### src/sfm_pkg.sv
// ----------------------------------------------------------------------------
// sfm_pkg
// shared types and constants of the substring first-match unit
// ----------------------------------------------------------------------------
package sfm_pkg;

  localparam int unsigned PATTERN_MAX_DEF = 32;
  localparam int unsigned TEXT_MAX_DEF    = 1024;

  localparam int unsigned BYTE_W = 8;
  localparam int unsigned OPC_W  = 2;
  localparam int unsigned POS_W  = 10;

  typedef enum logic [OPC_W-1:0] {
    OP_CLEAR  = 2'd0,
    OP_APPEND = 2'd1,
    OP_TEXT   = 2'd2,
    OP_END    = 2'd3
  } op_e;

  typedef struct packed {
    logic              valid;
    op_e               opcode;
    logic [BYTE_W-1:0] data_byte;
  } cmd_t;

  typedef struct packed {
    logic             valid;
    logic             found;
    logic [POS_W-1:0] match_position;
    logic             truncated;
  } res_t;

endpackage

### src/sfm_match_core.sv
// ----------------------------------------------------------------------------
// sfm_match_core
// pattern shift register, text window, parallel compare and match latch
// ----------------------------------------------------------------------------
module sfm_match_core import sfm_pkg::*; #(
  parameter int unsigned PATTERN_MAX = PATTERN_MAX_DEF,
  parameter int unsigned TEXT_MAX    = TEXT_MAX_DEF
) (
  input  logic clk_i,
  input  logic rst_ni,
  input  cmd_t cmd_i,
  output res_t res_o
);

  localparam int unsigned LEN_W  = $clog2(PATTERN_MAX + 1);
  localparam int unsigned CNT_W  = $clog2(TEXT_MAX + 1);
  localparam int unsigned MAX_LC = (LEN_W > CNT_W) ? LEN_W : CNT_W;
  localparam int unsigned WIDE_W = (MAX_LC > POS_W) ? MAX_LC : POS_W;

  // pattern held newest byte first, so entry j lines up with window entry j
  logic [PATTERN_MAX-1:0][BYTE_W-1:0] pat_q, pat_d;
  logic [PATTERN_MAX-1:0][BYTE_W-1:0] win_q, win_d;
  logic [LEN_W-1:0]                   plen_q, plen_d;
  logic [CNT_W-1:0]                   cnt_q, cnt_d, cnt_inc;
  logic                               hit_q, hit_d;
  logic [POS_W-1:0]                   pos_q, pos_d;
  logic                               ovf_q, ovf_d;
  logic [PATTERN_MAX-1:0]             lane_ok;
  logic                               win_match;
  logic                               pat_full;
  logic                               txt_full;
  logic [WIDE_W-1:0]                  cnt_wide;
  logic [WIDE_W-1:0]                  plen_wide;
  logic [WIDE_W-1:0]                  start_wide;
  logic                               pat_shift;
  logic                               win_shift;

  for (genvar j = 0; j < PATTERN_MAX; j++) begin : g_lane
    if (j == 0) begin : g_head
      assign pat_d[j] = cmd_i.data_byte;
      assign win_d[j] = cmd_i.data_byte;
    end else begin : g_tail
      assign pat_d[j] = pat_q[j-1];
      assign win_d[j] = win_q[j-1];
    end
    assign lane_ok[j] = (win_d[j] == pat_q[j]) || !(j < int'(plen_q));
  end

  assign win_match  = &lane_ok;
  assign pat_full   = (plen_q == LEN_W'(PATTERN_MAX));
  assign txt_full   = (cnt_q == CNT_W'(TEXT_MAX));
  assign cnt_inc    = cnt_q + CNT_W'(1);
  assign cnt_wide   = WIDE_W'(cnt_inc);
  assign plen_wide  = WIDE_W'(plen_q);
  assign start_wide = cnt_wide - plen_wide;

  assign pat_shift = cmd_i.valid && (cmd_i.opcode == OP_APPEND) && !pat_full;
  assign win_shift = cmd_i.valid && (cmd_i.opcode == OP_TEXT) && !txt_full;

  always_comb begin
    plen_d = plen_q;
    cnt_d  = cnt_q;
    hit_d  = hit_q;
    pos_d  = pos_q;
    ovf_d  = ovf_q;
    res_o  = '0;
    if (cmd_i.valid) begin
      unique case (cmd_i.opcode)
        OP_CLEAR: begin
          plen_d = '0;
          cnt_d  = '0;
          hit_d  = 1'b0;
          pos_d  = '0;
          ovf_d  = 1'b0;
        end
        OP_APPEND: begin
          if (pat_full) begin
            ovf_d = 1'b1;
          end else begin
            plen_d = plen_q + LEN_W'(1);
          end
        end
        OP_TEXT: begin
          if (txt_full) begin
            ovf_d = 1'b1;
          end else begin
            cnt_d = cnt_inc;
            if (!hit_q && (plen_q != '0) && (cnt_wide >= plen_wide) && win_match) begin
              hit_d = 1'b1;
              pos_d = start_wide[POS_W-1:0];
            end
          end
        end
        OP_END: begin
          res_o.valid          = 1'b1;
          res_o.found          = (plen_q == '0) || hit_q;
          res_o.match_position = (plen_q == '0) ? '0 : pos_q;
          res_o.truncated      = ovf_q;
          cnt_d                = '0;
          hit_d                = 1'b0;
          pos_d                = '0;
          ovf_d                = 1'b0;
        end
        default: begin
        end
      endcase
    end
  end

  always_ff @(posedge clk_i or negedge rst_ni) begin
    if (!rst_ni) begin
      plen_q <= '0;
      cnt_q  <= '0;
      hit_q  <= 1'b0;
      pos_q  <= '0;
      ovf_q  <= 1'b0;
    end else begin
      plen_q <= plen_d;
      cnt_q  <= cnt_d;
      hit_q  <= hit_d;
      pos_q  <= pos_d;
      ovf_q  <= ovf_d;
    end
  end

  always_ff @(posedge clk_i) begin
    if (pat_shift) begin
      pat_q <= pat_d;
    end
    if (win_shift) begin
      win_q <= win_d;
    end
  end

  a_plen_bound : assert property (@(posedge clk_i) disable iff (!rst_ni)
    plen_q <= LEN_W'(PATTERN_MAX))
    else $error("pattern length above capacity");

  a_cnt_bound : assert property (@(posedge clk_i) disable iff (!rst_ni)
    cnt_q <= CNT_W'(TEXT_MAX))
    else $error("text count above capacity");

  a_clear_empties : assert property (@(posedge clk_i) disable iff (!rst_ni)
    cmd_i.valid && (cmd_i.opcode == OP_CLEAR) |=> (plen_q == '0) && !hit_q && !ovf_q)
    else $error("clear left pattern or search state behind");

  a_miss_pos_zero : assert property (@(posedge clk_i) disable iff (!rst_ni)
    res_o.valid && !res_o.found |-> res_o.match_position == '0)
    else $error("miss reported with nonzero position");

  a_end_restarts : assert property (@(posedge clk_i) disable iff (!rst_ni)
    res_o.valid |=> (cnt_q == '0) && !hit_q && !ovf_q)
    else $error("end of text did not restart the search");

endmodule

### src/substring_first_match_unit.sv
// ----------------------------------------------------------------------------
// substring_first_match_unit
// first occurrence of a loaded byte pattern in a streamed text
// ----------------------------------------------------------------------------
// Takes one beat per cycle unless the input is stalled as told below: clear
// pattern, append pattern byte, text byte or end of text, with the opcode on
// tuser and the byte on tdata. Each beat is registered, then updates the
// pattern and the text window in the next cycle, where the newest PATTERN_MAX
// text bytes are compared with the pattern in parallel in a single compare.
// An end of text beat, once it leaves the input register, loads one result
// beat into the output register, carrying found, the start of the first match
// and the truncated flag. The output register lets new beats enter while a
// result waits; only a second end of text beat stalls the input until the
// waiting result is taken.
module substring_first_match_unit import sfm_pkg::*; #(
  parameter int unsigned PATTERN_MAX = PATTERN_MAX_DEF,
  parameter int unsigned TEXT_MAX    = TEXT_MAX_DEF
) (
  input  logic        clk_i,
  input  logic        rst_ni,
  input  logic        s_axis_tvalid_i,
  output logic        s_axis_tready_o,
  input  logic [7:0]  s_axis_tdata_i,   // [7:0] data_byte
  input  logic [1:0]  s_axis_tuser_i,   // [1:0] opcode
  output logic        m_axis_tvalid_o,
  input  logic        m_axis_tready_i,
  output logic [15:0] m_axis_tdata_o    // [0] found, [10:1] match_position,
                                        // [11] truncated, [15:12] zero
);

  logic              in_vld_q;
  op_e               in_op_q;
  logic [BYTE_W-1:0] in_byte_q;
  logic              advance;
  logic              load;
  cmd_t              cmd;
  res_t              res;
  logic              out_vld_q;
  res_t              out_q;

  assign advance = in_vld_q && ((in_op_q != OP_END) || !out_vld_q || m_axis_tready_i);
  assign s_axis_tready_o = !in_vld_q || advance;
  assign load = s_axis_tvalid_i && s_axis_tready_o;

  always_ff @(posedge clk_i or negedge rst_ni) begin
    if (!rst_ni) begin
      in_vld_q  <= 1'b0;
      out_vld_q <= 1'b0;
    end else begin
      if (load) begin
        in_vld_q <= 1'b1;
      end else if (advance) begin
        in_vld_q <= 1'b0;
      end
      if (res.valid) begin
        out_vld_q <= 1'b1;
      end else if (m_axis_tready_i) begin
        out_vld_q <= 1'b0;
      end
    end
  end

  always_ff @(posedge clk_i) begin
    if (load) begin
      in_op_q   <= op_e'(s_axis_tuser_i);
      in_byte_q <= s_axis_tdata_i;
    end
    if (res.valid) begin
      out_q <= res;
    end
  end

  assign cmd.valid     = advance;
  assign cmd.opcode    = in_op_q;
  assign cmd.data_byte = in_byte_q;

  sfm_match_core #(
    .PATTERN_MAX(PATTERN_MAX),
    .TEXT_MAX   (TEXT_MAX)
  ) u_core (
    .clk_i (clk_i),
    .rst_ni(rst_ni),
    .cmd_i (cmd),
    .res_o (res)
  );

  assign m_axis_tvalid_o = out_vld_q;
  assign m_axis_tdata_o  = {4'b0000, out_q.truncated, out_q.match_position, out_q.found};

  a_no_result_overrun : assert property (@(posedge clk_i) disable iff (!rst_ni)
    res.valid |-> !out_vld_q || m_axis_tready_i)
    else $error("result produced while output register still full");

  a_result_follows_end : assert property (@(posedge clk_i) disable iff (!rst_ni)
    advance && (in_op_q == OP_END) |=> out_vld_q)
    else $error("end of text beat gave no result");

  a_stall_blocks_input : assert property (@(posedge clk_i) disable iff (!rst_ni)
    in_vld_q && !advance |-> !s_axis_tready_o)
    else $error("input taken while stage is stalled");

endmodule

### config.mk
export PLATFORM = sky130hd
export DESIGN_NAME = substring_first_match_unit
export DESIGN_NICKNAME = d
export VERILOG_FILES = /design/src/sfm_pkg.sv /design/src/sfm_match_core.sv /design/src/substring_first_match_unit.sv
export SDC_FILE = /design/constraint.sdc
export NUM_CORES = 1
export LEC_CHECK = 0
export BUFFER_PORTS_ARGS = -buffer_cell sky130_fd_sc_hd__buf_4
export CORE_UTILIZATION = 55
export DETAILED_ROUTE_END_ITERATION = 8
export PLACE_DENSITY = 0.71
export SETUP_SLACK_MARGIN = 0.05
export SLEW_MARGIN = 20
export SYNTH_ARGS = -nofsm -noshare
export SYNTH_HDL_FRONTEND = slang
export SYNTH_SLANG_ARGS = --single-unit
### constraint.sdc
create_clock -name clk_i -period 32.2 [get_ports clk_i]
set_clock_uncertainty 0.15 [all_clocks]
set_input_delay 6.44 -clock clk_i [delete_from_list [all_inputs] [get_ports clk_i]]
set_output_delay 6.44 -clock clk_i [all_outputs]
set_load 0.05 [all_outputs]
# Yosys cells after proc, flatten, opt, wreduce, memory -nomap -nowiden
# Cells that the tools add are included.
[word_totals]
word_cells = 273
romBits = 0
inputBits = 14
ramBits = 0
output_inout_bits = 18
memories = 0
latchBits = 0
regBits = 557
[classes]
shifts = 0
bitwise_logic = 2
n_addsub = 3
muxes = 20
eq_ne = 43
div = 0
n_lt_le_gt_ge = 33
n_reduce_logical = 97
n_mul = 0
[ops]
columns = ["cell", "count"]
rows = [
  ["equality test 8 bit", 32],
  ["less-than comparator 5 x 6 -> 1 bit, first input constant", 16],
  ["less-than comparator 4 x 6 -> 1 bit, first input constant", 8],
  ["zero test 1 bit", 37],
  ["logical OR 1 bit", 36],
  ["AND reduction 32 bit", 1],
  ["2-to-1 mux 10 bit", 3],
  ["2-to-1 mux 13 bit", 2],
  ["less-than comparator 3 x 6 -> 1 bit, first input constant", 4],
  ["case mux 11 bit (2 select lines)", 1],
  ["case mux 10 bit (2 select lines)", 1],
  ["less-than comparator 1 x 6 -> 1 bit, first input constant", 2],
  ["less-than comparator 2 x 6 -> 1 bit, first input constant", 2],
  ["case mux 6 bit (2 select lines)", 1],
  ["adder 11 x 1 -> 11 bit, second input constant", 1],
  ["equality test 11 bit, second input constant", 1],
  [">= comparator 11 x 6 -> 1 bit", 1],
  ["2-to-1 mux 11 bit", 1],
  ["subtractor 10 x 6 -> 10 bit", 1],
  ["logical AND 1 bit", 9],
  ["AND reduction 3 bit", 3],
  ["2-to-1 mux 1 bit", 8],
  ["!= test 2 bit, second input constant", 4],
  ["nonzero test 2 bit", 4],
  ["16 further kinds", 19],
]

# Depth between registers and ports, before layout
# Gate-level depths: netlist of run 1.
[depth]
depth_word = 8
ltp_mapped = 12

# Cells and area by module
# A second synthesis of run 1 with hierarchy kept.
[unflattened]
cells_unflattened = 1184
hier_area_um2 = 21262.9
[modules_own_cells]
columns = ["module", "n_inst", "cells_per_inst", "seq_area_each_um2", "area_per_inst_um2"]
rows = [
  ["sfm_match_core", 1, 1148, 15860.2, 20468.4],
  ["substring_first_match_unit", 1, 36, 710.7, 794.5],
]

# Worst setup path after synthesis of run 1
# Ideal clock, no wire load.
[synth_path]
kind = "input port to flip-flop"
startpoint = "in m_axis_tready_i"
endpoint = "reg u_core.cnt_q[10]"
path_slack_ps = 12292
arrival_time_ps = 19606
setup_ps = 152
cell_stages = 5
cell_sequence = "nand3b_1 nand2_1 nor2_1 nand2_1 o31ai_1"
[synth_via]
elab_chain_cells = 3
[synth_rtl]
columns = ["item", "line_no", "source"]
rows = [
  ["start, declared", "substring_first_match_unit.sv:26", "input logic m_axis_tready_i,"],
  ["logical OR 1 bit", "substring_first_match_unit.sv:41", "assign advance = in_vld_q && ((in_op_q != OP_END) || !out_vld_q || m_axis_tready_i);"],
  ["logical AND 1 bit", "substring_first_match_unit.sv:41", ""],
  ["AND reduction 3 bit (no line)", "--", ""],
  ["end signal, assigned", "sfm_match_core.sv:119", "cnt_q <= cnt_d;"],
  ["end, declared", "sfm_match_core.sv:24", "logic [CNT_W-1:0] cnt_q, cnt_d, cnt_inc;"],
]
# No other way between the ends.
# A chain may end at the register's enable or synchronous reset.

# Worst setup path in the final report of run 1
[layout_path]
startpoint = "in m_axis_tready_i"
endpoint = "out s_axis_tready_o"
[layout_via]
elab_chain_cells = 3
[layout_rtl]
columns = ["item", "line_no", "source"]
rows = [
  ["logical OR 1 bit", "substring_first_match_unit.sv:41", ""],
  ["logical AND 1 bit", "substring_first_match_unit.sv:41", ""],
  ["logical OR 1 bit", "substring_first_match_unit.sv:42", "assign s_axis_tready_o = !in_vld_q || advance;"],
  ["end, declared", "substring_first_match_unit.sv:22", "output logic s_axis_tready_o,"],
]
# No other way between the ends.

==> impl_metrics.json, run 1 <==
{
  "clock_latency_ns": 0.57,
  "layout-drive-gt1-share": 0.0930,
  "register_area_mm2": 0.0166,
  "rsz0062_at_grt": "no",
  "fin_ws_ns": 18.63,
  "power_density_mw_per_mm2": 62.7,
  "fillers": 2691,
  "diodes": 0,
  "drc": 0,
  "rr_endpoint": "u_core.pat_d[177]",
  "drtIter0Drc": 759,
  "place_area_mm2": 0.0219,
  "dr.pass1.iters": 5,
  "final_max_slew_viol_count": 0,
  "cts.path.max_buffers": 3,
  "grt_max_degree": 201,
  "synth_edf_count": 526,
  "fin_crit_ns": 13.57,
  "post_cts_resized": 0,
  "max_freq_ghz": 0.0737,
  "area_growth_pct": 11.9,
  "tns_ns": 0,
  "die-area_mm2": 0.0391,
  "antenna_found_initial": 1,
  "layout_commonest_cell": "edfxtp_1",
  "nets": 1269,
  "synth_top_family_by_area": "XOR/XNOR gates",
  "synth_cell_type_count": 54,
  "syn-mean-instance-area_um2": 18.2,
  "htree_num_levels": 2,
  "endpoint_kind": "primary output",
  "cts.sinks": 557,
  "max-vdd-ir-drop_mv": 0.0545,
  "tightest_slew_ns": 1.09,
  "clock_tree.root_cell": "clkbuf_16",
  "grt_pass1_wl_um": 54200,
  "ios": 32,
  "synthFlopType": "edfxtp_1",
  "drv_cap": 0,
  "min_path_type": "reg2reg",
  "ys_seq_area_frac": 0.786,
  "yosysTopAreaCellShare": 0.749,
  "hpwl_um": 22800,
  "core.rowCount": 71,
  "synth-simple-area-share": 0.0504,
  "synth-async-reset-ratio": 0.0557,
  "cts_inserted_buffers": 52,
  "port_buffers": 27,
  "status": "finished, final reports clean",
  "final_area_mm2": 0.0236,
  "synth-xor-area-share": 0.114,
  "cp.required_ns": 25.61,
  "cts_setup_buffers": 0,
  "gp_congestion": 0.866,
  "p_leak_nw": 7.75,
  "fin_crit_sh": 0.422,
  "synthCells": 1161,
  "die_h_um": 198,
  "die_w_um": 198,
  "final_cell_mix": "526 x edfxtp_1, 138 x xor2_1, 136 x xnor2_1, 52 x clkbuf_16, 41 x nand4_1",
  "rr_worst_depth": 8,
  "path_class": "in2out",
  "drtAntennaViolNets": 0,
  "timing.final.hold_violations": 0,
  "arrival_ns": 6.98,
  "wl_per_cell_um": 19.8,
  "dpl_worst_slack_ns": 18.63,
  "synth_warnings": 0,
  "routed_via_density": 5.44,
  "synthTopCellsByArea": "edfxtp_1 75%, xor2_1 5.7%, xnor2_1 5.6%",
  "path_max_fanout": 3,
  "critPathCapture": "s_axis_tready_o",
  "grt_pass1_vias": 9919,
  "synth-seq-cells": 557,
  "cp-start-kind": "input pin",
  "setup_viol": 0,
  "grt.overflow.total": 0,
  "vias": 9750,
  "clk_pin_slew_ns": 0.06,
  "synth_fa_ha_area_frac": 0.00985,
  "hold_buffers": 0,
  "syn_area_mm2": 0.0211,
  "core_area_mm2": 0.0377,
  "maxSlewHeadroom": 0.270,
  "wl_um": 35500,
  "r2r_slack_ns": 28.30,
  "crit_start": "m_axis_tready_i",
  "grtUsageTotal": 0.186,
  "synth_compound_area_frac": 0.0256,
  "multi_input_area_mm2": 0.00439,
  "synth_top_area_cell": "edfxtp_1",
  "initial_core_util": 0.560,
  "cts_tree": "done",
  "reg2reg_from": "u_core.plen_q[1]",
  "final_core_util": 0.626,
  "synth_mux_area_frac": 0.00730
}
-- synth_stat cells, types with 2 or more instances --
cell / n
and2_1: 12
clkbuf_1: 7
a22oi_1: 3
a21oi_1: 12
nand2b_1: 3
nand4_1: 41
o21bai_1: 2
a31oi_1: 3
a32oi_1: 2
nand2_1: 35
mux2i_1: 6
xnor2_1: 136
ha_1: 15
mux2_2: 2
mux2_4: 4
nor2b_1: 5
nor2_1: 26
o41ai_1: 2
edfxtp_1: 526
nand4b_1: 2
o2111ai_1: 6
a32o_1: 4
a21o_1: 2
and3_1: 6
o21ai_0: 26
dfrtp_1: 31
o31ai_1: 2
nand3_1: 9
nor3_1: 12
xor2_1: 138
buf_4: 4
inv_1: 20
nor4_4: 2
nor4_1: 35
-- where the power goes --
group / leakage [nW] / switching (W) / internal (W)
logic: 1.71 / 0.0000412 / 0.0000260
clock network: 0.783 / 0.000251 / 0.000324
registers: 5.25 / 0.0000174 / 0.000818
-- layout make-up --
| cell class | instances | area share |
|---|---|---|
| clock buffer | 64 | 0.0575 |
| multi-input combinational | 574 | 0.186 |
| sequential | 557 | 0.703 |
| tap | 511 | 0.0271 |
| clock inverter | 31 | 0.0107 |
| inverter | 21 | 0.00334 |
| timing repair buffer | 33 | 0.0124 |
-- sequential cells by signal, summed over array words and instances, names as in the netlist --
name and flops:
u_core.cnt_q 11, in_vld_q 1, m_axis_tvalid_o 1, in_op_q 2, u_core.ovf_q 1, m_axis_tdata_o 12
in_byte_q 8, u_core.hit_q 1, u_core.win_d 248, u_core.pos_q 10, u_core.pat_q 8, u_core.pat_d 248
u_core.plen_q 6
-- per-layer routing --
metal / part of all wire / wire length (µm) / global-route usage
met5: 0.00037 / 13 / 0
met4: 0.017 / 611 / 0.0531
met3: 0.044 / 1550 / 0.0296
met1: 0.41 / 14700 / 0.242
met2: 0.52 / 18600 / 0.326
-- cell families after synthesis --
kind of cell	count (synthesis)
simple gates	192
mux	13
compound gates	75
buf+inv	33
fa+ha+maj	16
xor+xnor	274
flops	557
other cells	1
-- worst min path at each step --
stage | endpoint | depth (start not counted) | slack [ns] | from
after CTS | u_core.win_d[185] | 0 | 0.31 | u_core.win_d[177]
after global routing | u_core.win_d[252] | 0 | 0.32 | u_core.win_d[244]
after floorplan | u_core.win_d[144] | 0 | 0.30 | u_core.win_d[136]
after detailed placement | u_core.win_d[24] | 0 | 0.30 | u_core.win_d[16]
final | u_core.win_d[242] | 0 | 0.31 | u_core.win_d[234]
after global placement | u_core.win_d[162] | 0 | 0.30 | u_core.win_d[154]
-- critical path, stage by stage --
cell	delay, ns
buf_4	0.12
nand4b_1	0.20
buf_4	0.22
-- stage by stage --
stage	hold slack, ns	cells	power (W)
finish	0.308	1791	0.00148
global route	0.321	1791	0.00153
CTS	0.306	1790	0.00149
detailed placement	0.304	1695	0.000918
global placement	0.299	1695	0.000916
floorplan	0.297	1164	0.000903
No activity file was read; power rests on OpenSTA's default activity.
==> run 2: changes to the inputs <==
Settings changed: ABC_AREA from default to 1, PLACE_DENSITY 0.71 to 0.74.
Clock period 32.2 ns to 11.4 ns, I/O delays scaled along.
==> run 2 against run 1 <==
Flip-flop and latch count unchanged. Critical endpoint unchanged. Sequential share of layout area decreased by 2.2 points. Die area increased by 3.2%. Wire length increased by 0.52%. Critical path type unchanged. Design area increased by 3.2%. Via count increased by 13%. Register-to-register slack got worse by 21 ns. Non-clock buffer count decreased by 2. Setup slack got worse by 12 ns. Final cell count increased by 20%.
==> impl_metrics.json, run 2 <==
{
  "cts_tree": "done",
  "drtIter0Drc": 649,
  "grt_pass1_vias": 11442,
  "crit_path_top_delay_cell": "buf_4",
  "power_density_mw_per_mm2": 178,
  "clock_tree.root_cell": "clkbuf_16",
  "status": "finished, final reports clean",
  "die_h_um": 201,
  "routed_via_density": 5.12,
  "critPathMaxStageDelay_ns": 0.22,
  "synth_fa_ha_area_frac": 0.00954,
  "critPathMostFrequentCell": "buf_4",
  "drc": 0,
  "synth-xor-area-share": 0.0970,
  "grt_pass1_wl_um": 57900,
  "wl_um": 35700,
  "dr.pass1.iters": 7,
  "hpwl_um": 22800,
  "cts_inserted_buffers": 54,
  "fin_hold_ws_ns": 0.316,
  "path_max_fanout": 3,
  "fin_cells": 2156,
  "synth_warnings": 0,
  "hold_buffers": 0,
  "critical_path.top_delay_family": "buffers and inverters",
  "arrival_ns": 2.82,
  "antenna_found_initial": 0,
  "vias": 11042,
  "register_area_mm2": 0.0166,
  "die_w_um": 201,
  "cts.path.max_buffers": 3,
  "multi_input_area_mm2": 0.00468,
  "synth-seq-cells": 557,
  "synthCells": 1517,
  "layout_commonest_cell": "edfxtp_1",
  "ios": 32,
  "final_max_slew_viol_count": 0,
  "synth_top_area_cell": "edfxtp_1",
  "die-area_mm2": 0.0404,
  "place_inst": 2059,
  "endpoint_kind": "primary output",
  "synth_compound_area_frac": 0.0110,
  "p_leak_nw": 8.67,
  "path_class": "in2out",
  "drv_cap": 0,
  "fin_crit_sh": 0.461,
  "tightest_slew_ns": 1.13,
  "drtAntennaViolNets": 0,
  "core.rowCount": 72,
  "synth_edf_count": 526,
  "worstPathCellList": "buf_4 -> inv_1 -> nand4_1 -> buf_4",
  "htree_num_levels": 2,
  "timing.final.hold_violations": 0,
  "cts_setup_buffers": 0,
  "synth-simple-area-share": 0.0963,
  "grt_max_degree": 170,
  "fin_crit_ns": 5.25,
  "final_cell_mix": "526 x edfxtp_1, 357 x nand2_1, 231 x xnor2_1, 111 x inv_1, 110 x nor2_1",
  "synth_cell_type_count": 36,
  "nets": 1627,
  "cp.required_ns": 8.97,
  "area_growth_pct": 11.8,
  "core_area_mm2": 0.0388,
  "ys_seq_area_frac": 0.761,
  "tns_ns": 0,
  "layout-drive-gt1-share": 0.0745,
  "wl_per_cell_um": 16.5,
  "initial_core_util": 0.561,
  "fillers": 2763,
  "port_buffers": 27,
  "synth_top_family_by_area": "XOR/XNOR gates",
  "final_core_util": 0.627,
  "clk_pin_slew_ns": 0.06,
  "syn-mean-instance-area_um2": 14.3,
  "diodes": 0,
  "yosysTopAreaCellShare": 0.726,
  "clock_latency_ns": 0.59,
  "synth_most_common_cell": "edfxtp_1",
  "max-vdd-ir-drop_mv": 0.188,
  "min_path_type": "reg2reg",
  "gp_congestion": 0.843,
  "synth-async-reset-ratio": 0.0557,
  "cts.sinks": 557,
  "synthFlopType": "edfxtp_1",
  "maxSlewHeadroom": 0.245,
  "grtUsageTotal": 0.184,
  "rsz0062_at_grt": "no",
  "finalPower_w": 0.00433,
  "post_cts_resized": 0,
  "syn_area_mm2": 0.0218,
  "cp-start-kind": "input pin",
  "grt.overflow.total": 0,
  "max_freq_ghz": 0.190,
  "setup_viol": 0,
  "synthTopCellsByCount": "526 x edfxtp_1, 357 x nand2_1, 231 x xnor2_1",
  "synth_mux_area_frac": 0,
  "synthTopCellsByArea": "edfxtp_1 73%, xnor2_1 9.3%, nand2_1 6.2%",
  "critPathBufInv": 3
}
[run 2: final timing paths]
kind                              startpoint                 to  slack (ns)  cells after the start
max                          m_axis_tready_i    s_axis_tready_o        6.15                      4
min                        u_core.win_d[239]  u_core.win_d[247]        0.32                      0
min reg2reg                u_core.win_d[239]  u_core.win_d[247]        0.32                      0
min in group asynchronous             rst_ni    u_core.cnt_q[1]        1.48                      1
max reg2reg                 u_core.plen_q[1]  u_core.pat_d[185]        7.62                      6
max in group asynchronous             rst_ni   u_core.plen_q[4]        9.32                      1
[run 2: cells by family (layout without fill, tap and decap cells)]
family / after synthesis / in the layout
flops: 557 / 557
fa+ha+maj: 16 / 16
simple gates: 525 / 525
other cells: 1 / 4
xor+xnor: 241 / 241
buf+inv: 134 / 252
compound gates: 43 / 43
[run 2: routing by layer]
metal  vias up  global-route usage  share of wire
met3        62              0.0313          0.038
met4         0              0.0703          0.029
li1       5308                   -              -
met1      5476               0.230           0.42
met2       196               0.319           0.52
met5         -                   0              0
[run 2: stage by stage]
step	area, µm²	setup slack, ns
after floorplan	21800	0.396
final	24300	6.15
after global placement	22600	6.12
after global routing	24300	6.09
after detailed placement	22600	6.14
after CTS	24300	6.15
[run 2: report_power, final]
group          switching [W]  total [W]  internal, W
Clock               0.000712    0.00172      0.00101
Sequential         0.0000508    0.00237      0.00231
Combinational       0.000156   0.000245    0.0000881
[run 2: cell type report]
cell class | instances | area share
repair buffers | 31 | 0.0101
inverters | 124 | 0.0195
flip-flops and latches | 557 | 0.681
well taps | 518 | 0.0266
multi-input cells | 829 | 0.192
clock inverters | 17 | 0.00663
clock buffers | 80 | 0.0638
